--- src/rtl/core/ntcbc_pkg.sv ---
// Shared types and constants of the NTC beta-equation temperature converter.
`timescale 1ns / 1ps
package ntcbc_pkg;

   localparam int SAMPLE_W  = 12;   // width of one ADC sample field
   localparam int SUM_W     = 17;   // holds up to 32 full-scale samples
   localparam int LOG_X_W   = 41;   // 24-bit register times 17-bit sum
   localparam int EXP_W     = 6;    // exponent of the log operand, 0..40
   localparam int MANT_W    = 32;   // normalised mantissa, 31 fraction bits
   localparam int FRAC_W    = 16;   // fraction bits of log2
   localparam int LOG_W     = EXP_W + FRAC_W;
   localparam int DIV_W     = 54;   // dividend and quotient of the final divide
   localparam int REM_W     = 40;   // divisor width and remainder width
   localparam int STEP_W    = 6;
   localparam int SQ_STEPS  = 16;

   localparam int KELVIN_OFFSET = 27315;
   localparam int LN2_Q16       = 45426;
   localparam int Q_MAX         = 60082;  // largest kelvin value that fits the output

   localparam logic signed [15:0] TEMP_MAX = 16'sd32767;
   localparam logic signed [15:0] TEMP_MIN = -16'sd27315;

   localparam logic [1:0] REG_SERIES  = 2'd0;
   localparam logic [1:0] REG_NOMINAL = 2'd1;
   localparam logic [1:0] REG_BETA    = 2'd2;
   localparam logic [1:0] REG_NTEMP   = 2'd3;

   localparam logic [1:0] STATUS_OK      = 2'd0;
   localparam logic [1:0] STATUS_RATIO   = 2'd1;
   localparam logic [1:0] STATUS_SHORTED = 2'd2;
   localparam logic [1:0] STATUS_SAT     = 2'd3;

   typedef enum logic [4:0] {
      OP_NONE,
      OP_ACC,
      OP_PROD,
      OP_LOAD1,
      OP_LOAD2,
      OP_NORM,
      OP_MANT,
      OP_SQ,
      OP_SAVE,
      OP_DIFF,
      OP_LN,
      OP_DEN1,
      OP_DEN2,
      OP_DSAT,
      OP_DIVLD,
      OP_DIV,
      OP_QRES,
      OP_OUT
   } op_type;

   typedef struct packed {
      logic norm_done;
      logic early;
      logic den_bad;
   } dp_status_type;

endpackage

--- src/rtl/core/ntcbc_ctrl.sv ---
// Controller: sequences accumulation, the two logarithms, the divide and the result hand-off.
`timescale 1ns / 1ps
module ntcbc_ctrl #(
   parameter int SAMPLES_PER_READING = 20
) (
   input  logic                     clock,
   input  logic                     reset,
   input  logic                     req_tvalid,
   output logic                     req_tready,
   output logic                     rsp_tvalid,
   input  logic                     rsp_tready,
   input  ntcbc_pkg::dp_status_type status,
   output ntcbc_pkg::op_type        op
);

   localparam int CNT_W = $clog2(SAMPLES_PER_READING + 1);

   typedef enum logic [4:0] {
      S_IDLE, S_PROD, S_CHK, S_LOAD1, S_NORM1, S_SQ1, S_SAVE, S_LOAD2, S_NORM2,
      S_SQ2, S_DIFF, S_LN, S_DEN1, S_DEN2, S_DCHK, S_DIV, S_QRES, S_OUT
   } state_type;

   state_type                        state_ff;
   logic [CNT_W-1:0]                 pair_count_ff;
   logic [ntcbc_pkg::STEP_W-1:0]     step_ff;
   logic                             rsp_valid_ff;
   logic                             slot_free;

   assign slot_free  = !rsp_valid_ff || rsp_tready;
   assign req_tready = (state_ff == S_IDLE);
   assign rsp_tvalid = rsp_valid_ff;

   always_comb begin
      case (state_ff)
         S_IDLE:  op = (req_tvalid) ? ntcbc_pkg::OP_ACC : ntcbc_pkg::OP_NONE;
         S_PROD:  op = ntcbc_pkg::OP_PROD;
         S_LOAD1: op = ntcbc_pkg::OP_LOAD1;
         S_LOAD2: op = ntcbc_pkg::OP_LOAD2;
         S_NORM1, S_NORM2:
            op = status.norm_done ? ntcbc_pkg::OP_MANT : ntcbc_pkg::OP_NORM;
         S_SQ1, S_SQ2: op = ntcbc_pkg::OP_SQ;
         S_SAVE:  op = ntcbc_pkg::OP_SAVE;
         S_DIFF:  op = ntcbc_pkg::OP_DIFF;
         S_LN:    op = ntcbc_pkg::OP_LN;
         S_DEN1:  op = ntcbc_pkg::OP_DEN1;
         S_DEN2:  op = ntcbc_pkg::OP_DEN2;
         S_DCHK:  op = status.den_bad ? ntcbc_pkg::OP_DSAT : ntcbc_pkg::OP_DIVLD;
         S_DIV:   op = ntcbc_pkg::OP_DIV;
         S_QRES:  op = ntcbc_pkg::OP_QRES;
         S_OUT:   op = slot_free ? ntcbc_pkg::OP_OUT : ntcbc_pkg::OP_NONE;
         default: op = ntcbc_pkg::OP_NONE;
      endcase
   end

   always_ff @(posedge clock) begin
      if (reset) begin
         state_ff      <= S_IDLE;
         pair_count_ff <= '0;
         step_ff       <= '0;
         rsp_valid_ff  <= 1'b0;
      end else begin
         if ((state_ff == S_OUT) && slot_free) begin
            rsp_valid_ff <= 1'b1;
         end else if (rsp_tready) begin
            rsp_valid_ff <= 1'b0;
         end
         case (state_ff)
            S_IDLE: begin
               if (req_tvalid) begin
                  if (pair_count_ff == CNT_W'(SAMPLES_PER_READING - 1)) begin
                     pair_count_ff <= '0;
                     state_ff      <= S_PROD;
                  end else begin
                     pair_count_ff <= pair_count_ff + 1'b1;
                  end
               end
            end
            S_PROD: state_ff <= S_CHK;
            S_CHK:  state_ff <= status.early ? S_OUT : S_LOAD1;
            S_LOAD1: state_ff <= S_NORM1;
            S_NORM1: begin
               step_ff <= '0;
               if (status.norm_done) begin
                  state_ff <= S_SQ1;
               end
            end
            S_SQ1: begin
               step_ff <= step_ff + 1'b1;
               if (step_ff == ntcbc_pkg::STEP_W'(ntcbc_pkg::SQ_STEPS - 1)) begin
                  state_ff <= S_SAVE;
               end
            end
            S_SAVE:  state_ff <= S_LOAD2;
            S_LOAD2: state_ff <= S_NORM2;
            S_NORM2: begin
               step_ff <= '0;
               if (status.norm_done) begin
                  state_ff <= S_SQ2;
               end
            end
            S_SQ2: begin
               step_ff <= step_ff + 1'b1;
               if (step_ff == ntcbc_pkg::STEP_W'(ntcbc_pkg::SQ_STEPS - 1)) begin
                  state_ff <= S_DIFF;
               end
            end
            S_DIFF: state_ff <= S_LN;
            S_LN:   state_ff <= S_DEN1;
            S_DEN1: state_ff <= S_DEN2;
            S_DEN2: state_ff <= S_DCHK;
            S_DCHK: begin
               step_ff  <= '0;
               state_ff <= status.den_bad ? S_OUT : S_DIV;
            end
            S_DIV: begin
               step_ff <= step_ff + 1'b1;
               if (step_ff == ntcbc_pkg::STEP_W'(ntcbc_pkg::DIV_W - 1)) begin
                  state_ff <= S_QRES;
               end
            end
            S_QRES: state_ff <= S_OUT;
            S_OUT: begin
               if (slot_free) begin
                  state_ff <= S_IDLE;
               end
            end
            default: state_ff <= S_IDLE;
         endcase
      end
   end

endmodule

--- config.mk ---
export PLATFORM = sky130hd
export DESIGN_NAME = ntcbc_ctrl
export DESIGN_NICKNAME = d
export VERILOG_FILES = /design/src/rtl/core/ntcbc_pkg.sv /design/src/rtl/core/ntcbc_ctrl.sv
export SDC_FILE = /design/constraint.sdc
export NUM_CORES = 1
export LEC_CHECK = 0
export BUFFER_PORTS_ARGS = -buffer_cell sky130_fd_sc_hd__buf_2
export CORE_ASPECT_RATIO = 1.4
export CORE_UTILIZATION = 55
export DETAILED_ROUTE_END_ITERATION = 8
export GPL_ROUTABILITY_DRIVEN = 0
export PLACE_DENSITY = 0.76
export SLEW_MARGIN = 10
export SYNTH_ARGS = -nofsm -noshare
export SYNTH_HDL_FRONTEND = slang
export SYNTH_SLANG_ARGS = --single-unit
--- constraint.sdc ---
create_clock -name clock -period 2.6 [get_ports clock]
set_clock_uncertainty 0.2 [all_clocks]
set_input_delay 0.78 -clock clock [delete_from_list [all_inputs] [get_ports clock]]
set_output_delay 0.78 -clock clock [all_outputs]
set_load 0.01 [all_outputs]
Word level (Yosys, flattened, before mapping)
Cells that the tools add are included.
- register bits: 17
- input port bits: 7
- output and inout port bits: 7
- logic and storage cells: 66
- $add $sub $neg: 2
- equal/unequal tests: 28
- muxes and demuxes: 20
- reductions and logical operators: 12
- operators with widths (cell ; number):
    one-hot mux 5 bit (18 select lines) ; 1
    one-hot mux 5 bit (15 select lines) ; 1
    2-to-1 mux 5 bit ; 12
    == test 5 x 4 -> 1 bit, second input constant ; 8
    == test 5 x 3 -> 1 bit, second input constant ; 4
    == test 5 bit, second input constant ; 3
    inequality test 2 bit, second input constant ; 7
    one-hot mux 6 bit (2 select lines) ; 1
    == test 5 x 2 -> 1 bit, second input constant ; 2
    AND reduction 8 bit ; 1
    adder 6 x 1 -> 6 bit, second input constant ; 1
    == test 6 x 4 -> 1 bit, second input constant ; 1
    == test 6 bit, second input constant ; 1
    OR reduction 3 bit ; 2
    adder 5 x 1 -> 5 bit, second input constant ; 1
    == test 5 x 1 -> 1 bit, second input constant ; 1
    logical NOT 5 bit ; 1
    2-to-1 mux 2 bit ; 2
    nonzero test 2 bit ; 2
    OR reduction 2 bit ; 2
    2-to-1 mux 1 bit ; 3
    inequality test 2 x 1 -> 1 bit, second input constant ; 1
    AND reduction 2 bit ; 1
    logical AND 1 bit ; 1
    other kinds (2) ; 2

Depth between registers and ports, before layout
- depth in word-level cells: 4
- depth in mapped cells: 7
- gate-level depth less buffers: 7

Worst setup path before layout
OpenSTA, ideal clock, no wires.
- kind: in2out
- start: input port status[0] (netlist bit)
- end: output port op[1]
- data arrival time: 1.340 ns
- data required time: 1.620 ns
- path slack: 0.280 ns
- cell stages on the path: 3
- buffers on the path: 0
- cell sequence: o21ai_0 > a21oi_1 > a211oi_1
- longest elaborated chain between the ends: 2
- ends and longest elaborated chain (item ; line ; text):
    start, declared ; ntcbc_ctrl.sv:12 ; input ntcbc_pkg::dp_status_type status,
    2-to-1 mux 2 bit ; ntcbc_ctrl.sv:47 ; S_DCHK: op = status.den_bad ? ntcbc_pkg::OP_DSAT : ntcbc_pkg::OP_DIVLD;
    one-hot mux 5 bit (15 select lines) ; ntcbc_ctrl.sv:34 ; case (state_ff)
    end, declared ; ntcbc_ctrl.sv:13 ; output ntcbc_pkg::op_type op
Every way passes these cells.

Final worst setup path
- start: register state_ff[1]
- end: output port op[0]
- longest elaborated chain between the ends: 3
- elaborated cells on any way between the ends: 20
- those cells by class: eq/ne: 16; mux: 1; reduce/logical: 3
- ends and longest elaborated chain (item ; line ; text):
    start, declared ; ntcbc_ctrl.sv:23 ; state_type state_ff;
    start signal, assigned ; ntcbc_ctrl.sv:79 ; S_CHK: state_ff <= status.early ? S_OUT : S_LOAD1;
    start signal, assigned ; ntcbc_ctrl.sv:113 ; state_ff <= status.den_bad ? S_OUT : S_DIV;
    == test 5 x 4 -> 1 bit or == test 5 x 3 -> 1 bit (tied branches) ; ntcbc_ctrl.sv:34 ;
    OR reduction 2 bit ; ntcbc_ctrl.sv:34 ;
    one-hot mux 5 bit (15 select lines) (*) ; ntcbc_ctrl.sv:34 ;
Every way passes the cells marked *; elsewhere a longest branch is shown, timed or not.

==> key figures <==
Run status
  • Outcome: finished, final reports clean

Synth
  • Ys flop type: dfxtp_1
  • Most frequent cells after synthesis: dfxtp_1 (17), nor2_1 (17), a21oi_1 (15), nand2_1 (11), o21ai_0 (11)
  • EDFF count, synth: 0
  • Mapped cell area: 1200 sq um
  • Sequential fraction of the synthesis area: 0.2836
  • Post-Syn Instances: 159
  • Yosys top cell area share: 0.2836
  • Syn_nets: 169
  • Syn_area_per_cell: 7.547 sq um
  • Yosys reg bits: 17
  • Ys async rst share: 0
  • Post-synth top area cell: dfxtp_1
  • Synth top area cells: dfxtp_1 (28%), a21oi_1 (6.3%), nor2_1 (5.3%)
  • Synth Warn #: 0
  • Post-synthesis cell type count: 41

Placed design
  • Dpl hpwl: 1930 um
  • PortBufs: 13

STA
  • FMAX: 0.3923 GHz
  • Period Utilization, post-route: 0.9803
  • Post-layout minimum cycle time: 2.549 ns
  • Fin. Hold Viols: 0
  • Endpoints failing setup: 0
  • Worst-Margin Slew: 0.3559 ns
  • Rel. slew slack: 0.7609
  • Max-slew violation count: 0

Setup path
  • Largest delay share family, worst path: flip-flops
  • Worst Setup Path Type: register to primary output
  • Slowest library cell on the worst path: dfxtp_4
  • Most frequent CP cell: o211ai_1
  • CP max FO: 14
  • CP bufs+invs: 1
  • Max incr delay on CP: 0.41 ns
  • CP Cell Sequence: nor3_1 > o211ai_1 > o211ai_1 > buf_2
  • Worst r2r src: state_ff[3]$_SDFFE_PP0P_
  • Worst Setup SP: state_ff[1]$_SDFFE_PP0P_
  • Worst Setup Start Kind: register
  • Crit end category: primary output
  • Worst EP arrival: 1.57 ns
  • Worst EP required: 1.62 ns

Detailed routing
  • Post-route DRC: 0
  • Drt total wl: 2578 um
  • Drt first-iter violations: 27
  • Via/cell ratio: 6.041
  • Drt first pass iters: 4
  • DR WL/cell: 13.22 um
  • Vias: 1,178
  • Post-route ant nets: 0

Clock tree
  • CTS tree: done
  • Worst skew pair latency: 0.30 ns
  • Clk slew on worst S/H paths: 0.11 ns
  • Clock sinks: 17
  • Number of buffers created by CTS: 3
  • Hold buffers post-CTS: 0
  • CTS H-tree lvls: 1
  • Root Buffer: clkbuf_4
  • Max Buffers Root-to-Sink: 2

Final layout
  • Layout Area Growth over Synthesis: 12.30%
  • Post-Route Utilization: 0.6748
  • Layout cells sized above 1: 0.2069
  • Antenna fix cells: 0
  • Final nets: 185

Floorplanning
  • I/O pin count: 14
  • Die W: 41.48 um
  • Vert. Die Dim: 57.27 um
  • Rows: 19
  • Core area: 1997 sq um
  • Die area: 2375 sq um
  • Initial Util: 0.6009

Global routing
  • Initial antenna violation count: 0
  • First-pass GRT wire length: 4450 um
  • Global Route Usage Sum: 0.2325
  • Global route overflow: 0
  • Pin count of the biggest net entering global routing: 20
  • Vias in the first global route: 1,122

Hold path
  • Min-delay src: step_ff[3]$_SDFFE_PP0P_
  • Worst min path class: register to register

Power and ir drop
  • Leakage: 0.0005532 uW
  • Pwr Total: 435.7 uW
  • PD cells: 323.4 nW/um^2
  • VDD IR max: 0.0002972 V

Run
  • Max_cap viols: 0
-- cell families (layout without fill, tap and decap cells) --
kind of cell	count (synthesis)	after routing	share of synthesized area
AO/OA/AOI/OAI	46	46	0.2430
multiplexers	3	3	0.02503
XOR/XNOR	6	6	0.04380
adder cells (fa/ha/maj)	3	3	0.03129
flip-flops	17	17	0.2836
buffers and inverters	16	31	0.06986
AND/OR/NAND/NOR	68	68	0.3035
-- through the flow --
stage	cells	instance area, sq um	hold WS (ns)	setup slack [ns]	TNS, ns
after floorplan	159	1200	0.2686	0.2798	0
after detailed placement	189	1279	0.3037	0.08270	0
final	195	1348	0.3232	0.05125	0
after CTS	193	1313	0.3200	0.0007613	0
after global placement	189	1279	0.2833	0.09506	0
after global routing	195	1348	0.3561	-0.02924	-0.03047
-- sequential cells by signal (all words and copies together) (netlist names) --
| name | flops |
|---|---|
| rsp_tvalid | 1 |
| step_ff | 6 |
| pair_count_ff | 5 |
| state_ff | 5 |
-- what timing repair did --
action	in CTS	in global routing
endpoints found under the setup margin	3	3
setup buffers	0	2
gates resized for setup	3	8
-- layout by cell type (no fill, tap or decap), types with 2 or more instances in the layout --
cell	count
and2_1	3
nand2_1	11
o311ai_0	2
a21oi_1	14
buf_4	9
mux2i_1	3
nor2b_1	4
and2_4	2
o21ai_1	2
xnor2_1	2
xor2_1	4
or3_1	3
a21boi_0	2
nand3_1	5
nor3b_1	3
o21ai_0	10
clkbuf_4	3
a21o_1	2
o211ai_1	2
nor3_1	4
nor2_1	17
dfxtp_4	4
nand3b_1	5
dfxtp_1	13
buf_2	13
nand4_1	6
and3_1	3
ha_1	3
inv_1	5
-- area by class of cell --
type                            instances  area [sq um]
Fill cell                             173         649.4
Multi-Input combinational cell        126         784.5
Tap cell                               21         26.28
Clock inverter                          1         7.507
Inverter                                5         18.77
Timing Repair Buffer                   22         132.6
Sequential cell                        17         355.3
Clock buffer                            3         22.52
-- report_power, final --
part / switching (uW) / internal [uW]
registers: 3.07 / 260
logic: 15.1 / 11.7
clock network: 87.6 / 58.6
total: 106 / 330
-- per-layer routing --
layer  up-vias  wire (um)  share of wire  track usage
li1        599          -              -            -
met1       549       1105           0.43       0.2693
met2        22       1318           0.51       0.4085
met3         8         62          0.024     0.009494
met4         0         92          0.036       0.1567
met5         -          0              0            0
-- path summary, 6_finish.rpt --
check | cells after the start | slack [ns] | to
max | 4 | 0.05 | op[0]
min | 2 | 0.32 | step_ff[3]$_SDFFE_PP0P_
max reg2reg | 5 | 0.57 | state_ff[2]$_SDFFE_PP0P_
min reg2reg | 2 | 0.32 | step_ff[3]$_SDFFE_PP0P_
-- worst min-delay path, cell delays in order (launching register included) --
cell     delay (ns)
dfxtp_1        0.35
o21ai_0        0.08
a21oi_1        0.06
Power figures use the tool's default switching activity.
